## src/rtl/idnt_pkg.sv

```systemverilog
`default_nettype none

package idnt_pkg;

    localparam int DEF_CAPACITY = 32;
    localparam int ID_W         = 24;
    localparam int WORD_W       = 64;
    localparam int NAME_BYTES   = 24;
    localparam int SLOT_W       = 5;
    localparam int COUNT_W      = 6;

    localparam logic [COUNT_W-1:0] LIST_LIMIT = 6'd32;

    localparam logic [1:0] ACT_SET     = 2'd0;
    localparam logic [1:0] ACT_BY_ID   = 2'd1;
    localparam logic [1:0] ACT_BY_NAME = 2'd2;
    localparam logic [1:0] ACT_LIST    = 2'd3;

    localparam logic [1:0] STAT_OK       = 2'd0;
    localparam logic [1:0] STAT_NOTFOUND = 2'd1;
    localparam logic [1:0] STAT_FULL     = 2'd2;
    localparam logic [1:0] STAT_UNDEF    = 2'd3;

    typedef logic [2:0][WORD_W-1:0] t_name;

    typedef struct packed {
        logic [ID_W-1:0] id;
        t_name           name;
    } t_entry;

    typedef struct packed {
        logic [1:0]        status;
        logic [SLOT_W-1:0] slot;
        logic [ID_W-1:0]   id;
        t_name             name;
        logic              last;
    } t_result;

    typedef enum logic [1:0] {
        ST_IDLE,
        ST_WALK,
        ST_FLUSH
    } t_state;

    // zero every byte after the first zero byte
    function automatic t_name trim_name(input t_name w);
        logic [NAME_BYTES*8-1:0] flat;
        logic [NAME_BYTES*8-1:0] res;
        logic [NAME_BYTES-1:0]   nz;
        logic [NAME_BYTES-1:0]   below;
        logic                    keep;
        flat = w;
        for (int k = 0; k < NAME_BYTES; k++) begin
            nz[k] = |flat[8*k +: 8];
        end
        for (int k = 0; k < NAME_BYTES; k++) begin
            below = (NAME_BYTES'(1) << k) - NAME_BYTES'(1);
            keep  = &(nz | ~below);
            res[8*k +: 8] = keep ? flat[8*k +: 8] : 8'h00;
        end
        return res;
    endfunction

endpackage

`default_nettype wire

```

## src/rtl/idnt_cell.sv

```systemverilog
`default_nettype none

module idnt_cell (
    input  wire             i_clk,
    input  wire             i_shift,
    input  idnt_pkg::t_entry i_d,
    output idnt_pkg::t_entry o_q
);

    idnt_pkg::t_entry r_q;

    always_ff @(posedge i_clk) begin
        if (i_shift) begin
            r_q <= i_d;
        end
    end

    assign o_q = r_q;

endmodule

`default_nettype wire

```

## src/rtl/id_name_associative_table.sv

```systemverilog
`default_nettype none

// channel   | handshake          | payload
// ----------+--------------------+----------------------------------------------
// request   | i_valid / o_stall  | i_action i_target_id i_name_word0..2
//           |                    | i_max_count
// result    | o_valid / i_stall  | o_status o_slot_index o_found_id
//           |                    | o_found_name0..2 o_last
//
// each transaction is taken in idle, makes one full rotation of the entry ring of CAPACITY
// cells, and then posts the final result from the flush state.
// a set with id 0 skips the rotation.
// reset clears the controller and the fill count; entries are not cleared.
// a result stall holds the ring while a list walk has a hit waiting to go out.

module id_name_associative_table #(
    parameter int CAPACITY = idnt_pkg::DEF_CAPACITY
) (
    input  wire                             i_clk,
    input  wire                             i_rst_n,
    input  wire                             i_valid,
    output logic                            o_stall,
    input  wire  [1:0]                      i_action,
    input  wire  [idnt_pkg::ID_W-1:0]       i_target_id,
    input  wire  [idnt_pkg::WORD_W-1:0]     i_name_word0,
    input  wire  [idnt_pkg::WORD_W-1:0]     i_name_word1,
    input  wire  [idnt_pkg::WORD_W-1:0]     i_name_word2,
    input  wire  [idnt_pkg::COUNT_W-1:0]    i_max_count,
    output logic                            o_valid,
    input  wire                             i_stall,
    output logic [1:0]                      o_status,
    output logic [idnt_pkg::SLOT_W-1:0]     o_slot_index,
    output logic [idnt_pkg::ID_W-1:0]       o_found_id,
    output logic [idnt_pkg::WORD_W-1:0]     o_found_name0,
    output logic [idnt_pkg::WORD_W-1:0]     o_found_name1,
    output logic [idnt_pkg::WORD_W-1:0]     o_found_name2,
    output logic                            o_last
);

    localparam int IW = $clog2(CAPACITY);
    localparam int FW = $clog2(CAPACITY + 1);

    idnt_pkg::t_state                r_state, n_state;
    logic [IW-1:0]                   r_step;
    logic [FW-1:0]                   r_fill;
    logic [1:0]                      r_act;
    logic [idnt_pkg::ID_W-1:0]       r_id;
    idnt_pkg::t_name                 r_key;
    logic [idnt_pkg::COUNT_W-1:0]    r_maxc;
    logic [idnt_pkg::COUNT_W-1:0]    r_cnt;
    logic                            r_hit;
    logic                            r_pend_valid;
    idnt_pkg::t_result               r_pend;
    logic [1:0]                      r_fail;
    logic                            r_out_valid;
    idnt_pkg::t_result               r_out;

    idnt_pkg::t_entry                cell_q [CAPACITY];
    idnt_pkg::t_entry                head;
    idnt_pkg::t_entry                tail_d;

    logic                            accept;
    logic                            adv;
    logic                            set_wr;
    logic                            app;
    logic                            take;
    logic                            emit_mid;
    logic                            emit_final;
    logic                            out_free;
    logic                            in_fill;
    logic                            id_eq;
    logic                            name_eq;
    logic                            last_step;
    logic [IW+idnt_pkg::SLOT_W-1:0]  step_ext;
    logic [idnt_pkg::SLOT_W-1:0]     slot;
    logic [idnt_pkg::COUNT_W-1:0]    in_maxc;
    idnt_pkg::t_name                 in_key;

    // ring of entry cells, cell 0 is the head
    for (genvar k = 0; k < CAPACITY; k++) begin : g_cell
        idnt_pkg::t_entry d;
        if (k == CAPACITY - 1) begin : g_tail
            assign d = tail_d;
        end else begin : g_mid
            assign d = cell_q[k+1];
        end
        idnt_cell u_cell (
            .i_clk   (i_clk),
            .i_shift (adv),
            .i_d     (d),
            .o_q     (cell_q[k])
        );
    end

    assign head      = cell_q[0];
    assign in_fill   = FW'(r_step) < r_fill;
    assign id_eq     = head.id == r_id;
    assign name_eq   = head.name == r_key;
    assign out_free  = !r_out_valid || !i_stall;
    assign last_step = r_step == IW'(CAPACITY - 1);
    assign step_ext  = (IW + idnt_pkg::SLOT_W)'(r_step);
    assign slot      = step_ext[idnt_pkg::SLOT_W-1:0];
    assign in_key    = idnt_pkg::trim_name({i_name_word2, i_name_word1, i_name_word0});
    assign in_maxc   = (i_max_count == '0) ? idnt_pkg::COUNT_W'(1) :
                       (i_max_count > idnt_pkg::LIST_LIMIT) ? idnt_pkg::LIST_LIMIT :
                       i_max_count;
    assign tail_d    = set_wr ? idnt_pkg::t_entry'{id: r_id, name: r_key} : head;

    always_comb begin
        n_state = r_state;
        case (r_state)
            idnt_pkg::ST_IDLE: begin
                if (i_valid) begin
                    if (i_action == idnt_pkg::ACT_SET && i_target_id == '0) begin
                        n_state = idnt_pkg::ST_FLUSH;
                    end else begin
                        n_state = idnt_pkg::ST_WALK;
                    end
                end
            end
            idnt_pkg::ST_WALK: begin
                if (adv && last_step) begin
                    n_state = idnt_pkg::ST_FLUSH;
                end
            end
            idnt_pkg::ST_FLUSH: begin
                if (out_free) begin
                    n_state = idnt_pkg::ST_IDLE;
                end
            end
            default: n_state = idnt_pkg::ST_IDLE;
        endcase
    end

    always_comb begin
        o_stall    = 1'b1;
        accept     = 1'b0;
        adv        = 1'b0;
        set_wr     = 1'b0;
        app        = 1'b0;
        take       = 1'b0;
        emit_mid   = 1'b0;
        emit_final = 1'b0;
        case (r_state)
            idnt_pkg::ST_IDLE: begin
                o_stall = 1'b0;
                accept  = i_valid;
            end
            idnt_pkg::ST_WALK: begin
                adv = 1'b1;
                case (r_act)
                    idnt_pkg::ACT_SET: begin
                        app    = !r_hit && FW'(r_step) == r_fill;
                        set_wr = !r_hit && ((in_fill && id_eq) || app);
                    end
                    idnt_pkg::ACT_BY_ID: begin
                        take = !r_hit && in_fill && id_eq;
                    end
                    idnt_pkg::ACT_BY_NAME: begin
                        take = !r_hit && in_fill && name_eq;
                    end
                    idnt_pkg::ACT_LIST: begin
                        if (!r_hit && in_fill && name_eq) begin
                            if (r_pend_valid) begin
                                emit_mid = out_free;
                                take     = out_free;
                                adv      = out_free;
                            end else begin
                                take = 1'b1;
                            end
                        end
                    end
                    default: adv = 1'b1;
                endcase
            end
            idnt_pkg::ST_FLUSH: begin
                emit_final = out_free;
            end
            default: o_stall = 1'b1;
        endcase
    end

    always_ff @(posedge i_clk) begin
        if (!i_rst_n) begin
            r_state      <= idnt_pkg::ST_IDLE;
            r_step       <= '0;
            r_fill       <= '0;
            r_hit        <= 1'b0;
            r_pend_valid <= 1'b0;
            r_cnt        <= '0;
            r_out_valid  <= 1'b0;
        end else begin
            r_state <= n_state;
            if (accept) begin
                r_step       <= '0;
                r_hit        <= 1'b0;
                r_pend_valid <= 1'b0;
                r_cnt        <= '0;
            end
            if (adv) begin
                r_step <= last_step ? '0 : r_step + IW'(1);
            end
            if (app) begin
                r_fill <= r_fill + FW'(1);
            end
            if (set_wr) begin
                r_hit        <= 1'b1;
                r_pend_valid <= 1'b1;
            end
            if (take) begin
                r_pend_valid <= 1'b1;
                r_cnt        <= r_cnt + idnt_pkg::COUNT_W'(1);
                if (r_act != idnt_pkg::ACT_LIST ||
                    r_cnt + idnt_pkg::COUNT_W'(1) == r_maxc) begin
                    r_hit <= 1'b1;
                end
            end
            if (emit_mid || emit_final) begin
                r_out_valid <= 1'b1;
            end else if (!i_stall) begin
                r_out_valid <= 1'b0;
            end
        end
    end

    always_ff @(posedge i_clk) begin
        if (accept) begin
            r_act  <= i_action;
            r_id   <= i_target_id;
            r_key  <= in_key;
            r_maxc <= in_maxc;
            if (i_action == idnt_pkg::ACT_SET) begin
                r_fail <= (i_target_id == '0) ? idnt_pkg::STAT_UNDEF : idnt_pkg::STAT_FULL;
            end else begin
                r_fail <= idnt_pkg::STAT_NOTFOUND;
            end
        end
        if (set_wr) begin
            r_pend <= '{status: idnt_pkg::STAT_OK, slot: slot, id: r_id, name: r_key,
                        last: 1'b0};
        end
        if (take) begin
            r_pend <= '{status: idnt_pkg::STAT_OK, slot: slot, id: head.id, name: head.name,
                        last: 1'b0};
        end
        if (emit_mid) begin
            r_out <= '{status: r_pend.status, slot: r_pend.slot, id: r_pend.id,
                       name: r_pend.name, last: 1'b0};
        end
        if (emit_final) begin
            if (r_pend_valid) begin
                r_out <= '{status: r_pend.status, slot: r_pend.slot, id: r_pend.id,
                           name: r_pend.name, last: 1'b1};
            end else begin
                r_out <= '{status: r_fail, slot: '0, id: '0, name: '0, last: 1'b1};
            end
        end
    end

    assign o_valid       = r_out_valid;
    assign o_status      = r_out.status;
    assign o_slot_index  = r_out.slot;
    assign o_found_id    = r_out.id;
    assign o_found_name0 = r_out.name[0];
    assign o_found_name1 = r_out.name[1];
    assign o_found_name2 = r_out.name[2];
    assign o_last        = r_out.last;

    a_fill_bound: assert property (@(posedge i_clk) disable iff (!i_rst_n)
        r_fill <= FW'(CAPACITY))
        else $error("fill count above capacity");

    a_ring_home: assert property (@(posedge i_clk) disable iff (!i_rst_n)
        r_state == idnt_pkg::ST_IDLE |-> r_step == '0)
        else $error("entry ring not aligned when idle");

    a_mid_list: assert property (@(posedge i_clk) disable iff (!i_rst_n)
        emit_mid |-> r_act == idnt_pkg::ACT_LIST && r_state == idnt_pkg::ST_WALK)
        else $error("non-final result outside a list walk");

    a_one_append: assert property (@(posedge i_clk) disable iff (!i_rst_n)
        app |=> r_hit && !app)
        else $error("second append in one set");

endmodule

`default_nettype wire
```

## config.mk

```make
export PLATFORM = sky130hd
export DESIGN_NAME = id_name_associative_table
export DESIGN_NICKNAME = d
export VERILOG_FILES = /design/src/rtl/idnt_pkg.sv /design/src/rtl/idnt_cell.sv /design/src/rtl/id_name_associative_table.sv
export SDC_FILE = /design/constraint.sdc
export NUM_CORES = 2
export LEC_CHECK = 0
export BUFFER_PORTS_ARGS = -buffer_cell sky130_fd_sc_hd__buf_2
export CAP_MARGIN = 25
export CORE_UTILIZATION = 25
export DETAILED_ROUTE_END_ITERATION = 8
export PLACE_DENSITY_LB_ADDON = 0.3
export SLEW_MARGIN = 5
export SYNTH_ARGS = -nofsm -noshare
export SYNTH_HDL_FRONTEND = slang
export SYNTH_SLANG_ARGS = --single-unit
```

## constraint.sdc

```tcl
create_clock -name i_clk -period 121.1 [get_ports i_clk]
set_clock_uncertainty 0.05 [all_clocks]
set_input_delay 24.22 -clock i_clk [delete_from_list [all_inputs] [get_ports i_clk]]
set_output_delay 24.22 -clock i_clk [all_outputs]
set_load 0.01 [all_outputs]
```

* After elaboration in Yosys (flattened, before gate mapping)
Index checks and enable logic that the tools add are counted.
Word-level totals: register bits 7605, bits in latches 0, bits in writable memories 0, bits in read-only memories 0, output and inout bits 226, memories 0
Cells by class: $add $sub $neg 3, $mul 0, divide/modulo/power cells 0, magnitude comparators 2, equality and inequality tests 15, shifts and indexed selects 0, mux-type cells 45, bitwise logic cells 0, reductions and logical operators 72
Operator list (number):
- $mux W224 | 3
- $mux W222 | 2
- $mux W216 | 1
- $eq A192 B192 Y1 | 1
- $reduce_or A8 Y1 | 23
- $mux W1 | 27
- $eq A24 B24 Y1 | 1
- $logic_not A24 Y1 | 1
- $reduce_and A23 Y1 | 1
- $reduce_and A22 Y1 | 1
- $reduce_and A21 Y1 | 1
- $reduce_and A20 Y1 | 1
- $reduce_and A19 Y1 | 1
- $mux W6 | 3
- $reduce_and A18 Y1 | 1
- $reduce_and A17 Y1 | 1
- $reduce_and A16 Y1 | 1
- $mux W5 | 3
- $reduce_and A15 Y1 | 1
- $reduce_and A14 Y1 | 1
- $reduce_and A13 Y1 | 1
- $add A6 B1 Y6 const B | 2
- $reduce_and A12 Y1 | 1
- $reduce_and A11 Y1 | 1
- other kinds (30) | 57

* Longest topological paths before layout
word-level depth 9, depth in mapped cells 12

* Cells and area by module
A second synthesis with hierarchy kept.
Second synthesis, totals: cells, all modules 9563, area total of the unflattened synthesis 240732.1 µm²
Modules (own cells, without submodules):
- idnt_cell | instances 32, cells each 216, area an instance 6486.2 µm²
- id_name_associative_table | instances 1, cells each 2651, area an instance 33173.1 µm²

* Worst setup path before layout
Ideal clock, no wire load.
path type input-to-reg, start point input i_stall, end point register r_step[2], library setup time 234 ps, arrival time 111024 ps, required time 120816 ps, setup slack 9793 ps, stages 6, buffers on the path 2, cell sequence and2_1 clkbuf_1 a31oi_1 buf_2 o21ai_0 a21oi_1
Between the ends: longest elaborated chain between the ends 7
RTL lines:
- start, declared | RTL line id_name_associative_table.sv:30 | input wire i_stall,
- $logic_not A1 Y1 *
- $logic_or A1 B1 Y1 * | RTL line id_name_associative_table.sv:99 | assign out_free = !r_out_valid || !i_stall;
- $mux W1 * | RTL line id_name_associative_table.sv:164 | if (r_pend_valid) begin
- $mux W1 * | RTL line id_name_associative_table.sv:163 | if (!r_hit && in_fill && name_eq) begin
- $mux W1 * | RTL line id_name_associative_table.sv:151 | case (r_act)
- $mux W1 * | RTL line id_name_associative_table.sv:144 | case (r_state)
- named net adv | RTL line id_name_associative_table.sv:63 | logic adv;
- $mux W5 / $reduce_bool A2 Y1 (equally long branches)
- end signal, assigned | RTL line id_name_associative_table.sv:201 | r_step <= last_step ? '0 : r_step + IW'(1);
- end, declared | RTL line id_name_associative_table.sv:44 | logic [IW-1:0] r_step;
The timed path passes the listed nets; every way through them passes the cells marked *. A chain may end at the register's enable or synchronous reset.

* Final worst setup path
start point input i_stall, end point register g_cell[26].u_cell.r_q, in the netlist g_cell[26].u_cell.o_q[53], enable pin
Between the ends: longest elaborated chain between the ends 6
RTL lines:
- $logic_not A1 Y1
- $logic_or A1 B1 Y1 | RTL line id_name_associative_table.sv:99
- $mux W1 | RTL line id_name_associative_table.sv:164
- $mux W1 | RTL line id_name_associative_table.sv:163
- $mux W1 | RTL line id_name_associative_table.sv:151
- $mux W1 | RTL line id_name_associative_table.sv:144
- end signal, assigned | RTL line idnt_cell.sv:14 | r_q <= i_d;
- end, declared | RTL line idnt_cell.sv:10 | idnt_pkg::t_entry r_q;
Every way passes these cells.

==> flow_summary.toml <==
[synthesis]
seq_area_frac_synth_pct = 94.7
synth_top_area_share_pct = 94.5
yosys.area.top_type = "edfxtp_1"
synth_edf_count = 7583
syn_area_per_cell_sq_um = 26.5
synth-async-reset-ratio_pct = 0
synthCells = 9100
yosysMostFrequentCell = "edfxtp_1"
ys_ff_latch = 7605
ys_warn_count = 0
ys_top_cells_by_count = "edfxtp_1 (7583), nor2b_1 (233), mux2_2 (221), mux2_4 (200), xnor2_1 (156)"
synth.net_count = 9337
synth_area_leaders = "edfxtp_1 (94%), mux2_4 (1.2%), mux2_2 (1.0%)"
yosysUniqueCellTypes = 51
synth_area_sq_um = 241000
synth-main-ff-cell = "edfxtp_1"

[final_layout]
utilization_pct = 29.8
final_nets = 10700
final_area_sq_um = 286000
instances_no_fill = 24000
drive_gt1_share_pct = 20.0
syn_to_final_growth_pct = 18.8

[route]
via_per_inst = 3.71
dr.pass1.iters = 5
dr.first_iter.drc_count = 8915
postRouteAntennaNets = 0
drc = 0
vias = 88900
post_drt_wl_per_cell_um = 19.5
finalWirelength_mm = 467

[critical_path]
crit_top_cell = "buf_4"
end_kind = "register"
path_class = "in -> reg"
required_ns = 121.71
rrSetupSlack_ns = 109.62
crit_chain = "buf_2, and2_1, a31oi_4, buf_4, buf_12, buf_4, buf_4, buf_4, buf_4, buf_4, buf_4, buf_4, buf_4"
crit_slowest_cell = "buf_4"
cp_max_fo = 167
worstPathArrival_ns = 32.93
cp_slowest_stage_delay_ns = 0.83
worstSetupStartpointType = "input port"

[die]
die_h_um = 984
io_pins = 454
start_util_pct = 25.1
core-area_sq_um = 961000
die-area_sq_um = 968000
row_count = 360
chipWidth_um = 984

[timing]
hold_violations = 0
post-route-period-util_pct = 26.7
setup_tns_ns = 0
timing.hold.ws_ns = 0.264
rsz0062_at_grt = "false"
period_needed_ns = 32.32
setup_viol = 0
tightest_slew_ns = 1.21
clock.fmax_ghz = 0.0309
setup_ws_ns = 88.78
max_slew_margin_pct = 18.9
drv_slew = 0

[cts]
insertion_delay_ns = 1.10
holdBufCountCts = 0
clk_pin_slew_worst_paths_ns = 0.06
cts_tree = "built"
numCtsBuffers = 795
htreeDepth = 6
clk_path_buf_depth = 5
cts_resized = 0
cts_root_buffer = "clkbuf_16"
clock-sinks = 7605
postCtsSetupBuffers = 0

[global_route]
grt_antenna_before_repair = 52
grt-ovfl-total = 0
grt_pass1_wl_mm = 656
grt_pass1_vias = 86900
grt_use_total_pct = 9.35
grt_max_degree = 213

[power]
power_leakage_nw = 92.2
internal_power_mw = 4.46
swShare_pct = 20.6
p_seq_share_pct = 55.6
powerDensity_nw_per_um2 = 19.6
p_comb_share_pct = 2.3
vdd_ir_drop_max_v = 0.0000133
fin_total_pwr_mw = 5.61
p_sw_mw = 1.15
clockPowerShare_pct = 42.1

[worst_hold_path]
min_path_type = "reg -> reg"

[place]
io_buffer_count = 453
gp_congestion = 0.752
hpwl_mm = 285
placedInstanceArea_sq_um = 261000
placed_cells_incl_taps = 22500
dp_slack_ns = 87.58

[flow_run]
cap_violations = 0

[outcome]
status = "finished, final reports clean"
power groups by stage:
stage | clock network [mW] | registers [mW] | logic [mW]
2_1_floorplan | 0 | 3.65 | 0.0673
3_3_place_gp | 0 | 3.17 | 0.127
3_5_place_dp | 0 | 3.17 | 0.131
4_1_cts | 2.46 | 3.12 | 0.131
5_1_grt | 2.55 | 3.13 | 0.138
6_report | 2.36 | 3.12 | 0.126
state kept, by name (all words and copies together), names as in the netlist, 6 cells and up:
name and flops:
g_cell.u_cell.o_q 6912, r_pend 221, r_key 192, o_found_name0 64
o_found_name1 64, o_found_name2 64, o_found_id 24, r_id 24
r_cnt 6, r_fill 6, r_maxc 6
cells in the final DEF (no fill, tap or decap), types with 5 or more instances in the layout:
cell type      n
and2_1       119
nand3b_1       5
o21ai_0       12
buf_2        454
nand4_1       45
clkinv_8       8
nor2_1        23
nor2b_1      233
mux2_4       200
diode_2       30
a21oi_1       20
inv_6         17
bufinv_16     66
nor4_2         7
inv_16        11
buf_16        13
clkinv_16     13
mux2_2       221
inv_1         17
nand3_1       17
buf_4        166
dfxtp_1       22
and3_1        77
clkinvlp_4    22
edfxtp_1    7583
xor2_1        62
nor4_1        66
clkinv_4       8
clkbuf_16    801
clkinv_2     150
nand2_1       41
clkbuf_1     157
nand2b_1       6
buf_12        19
xnor2_1      139
ha_1           9
xnor2_2       16
nor3_1         6
clkinv_1     171
final timing paths:
path,from,to,cells past startpoint
worst max-delay path,i_stall,g_cell[26].u_cell.o_q[53]$_DFFE_PP_,13
worst min-delay path,g_cell[13].u_cell.o_q[74]$_DFFE_PP_,g_cell[12].u_cell.o_q[74]$_DFFE_PP_,0
worst max register to register,r_key[41]$_SDFFCE_PN0P_,g_cell[26].u_cell.o_q[53]$_DFFE_PP_,18
worst min register to register,g_cell[13].u_cell.o_q[74]$_DFFE_PP_,g_cell[12].u_cell.o_q[74]$_DFFE_PP_,0
worst max-delay path: cells and delay by family:
kind	cells	cell delay, ns
buf+inv	11	7.58
simple gates	1	0.28
compound gates	1	0.31
layout make-up:
| cell class | count | area, sq um |
|---|---|---|
| antenna | 30 | 75.1 |
| fill | 92100 | 675000 |
| clock buffer | 962 | 20700 |
| tap | 12900 | 16100 |
| sequential | 7605 | 228000 |
| clock inverter | 467 | 4520 |
| multi-input combinational | 1385 | 12300 |
| timing repair buffer | 654 | 4280 |
| inverter | 19 | 78.8 |
per-layer routing:
| metal | track usage, % | vias up | routed length (um) |
|---|---|---|---|
| li1 | - | 39400 | - |
| met1 | 13.8 | 46800 | 222000 |
| met2 | 13.9 | 1986 | 208000 |
| met3 | 2.04 | 756 | 25400 |
| met4 | 2.68 | 4 | 11600 |
| met5 | 0 | - | 23 |
kinds of logic after synthesis:
family,share of synthesized area [%]
AOI/OAI and AO/OA,0.141
xor gates and xnor gates,0.800
adders and majority gates,0.0467
buffers and inverters,0.336
DFF,94.7
muxes,2.31
and+or+nand+nor,1.70
(Power assumes the default switching activity.)
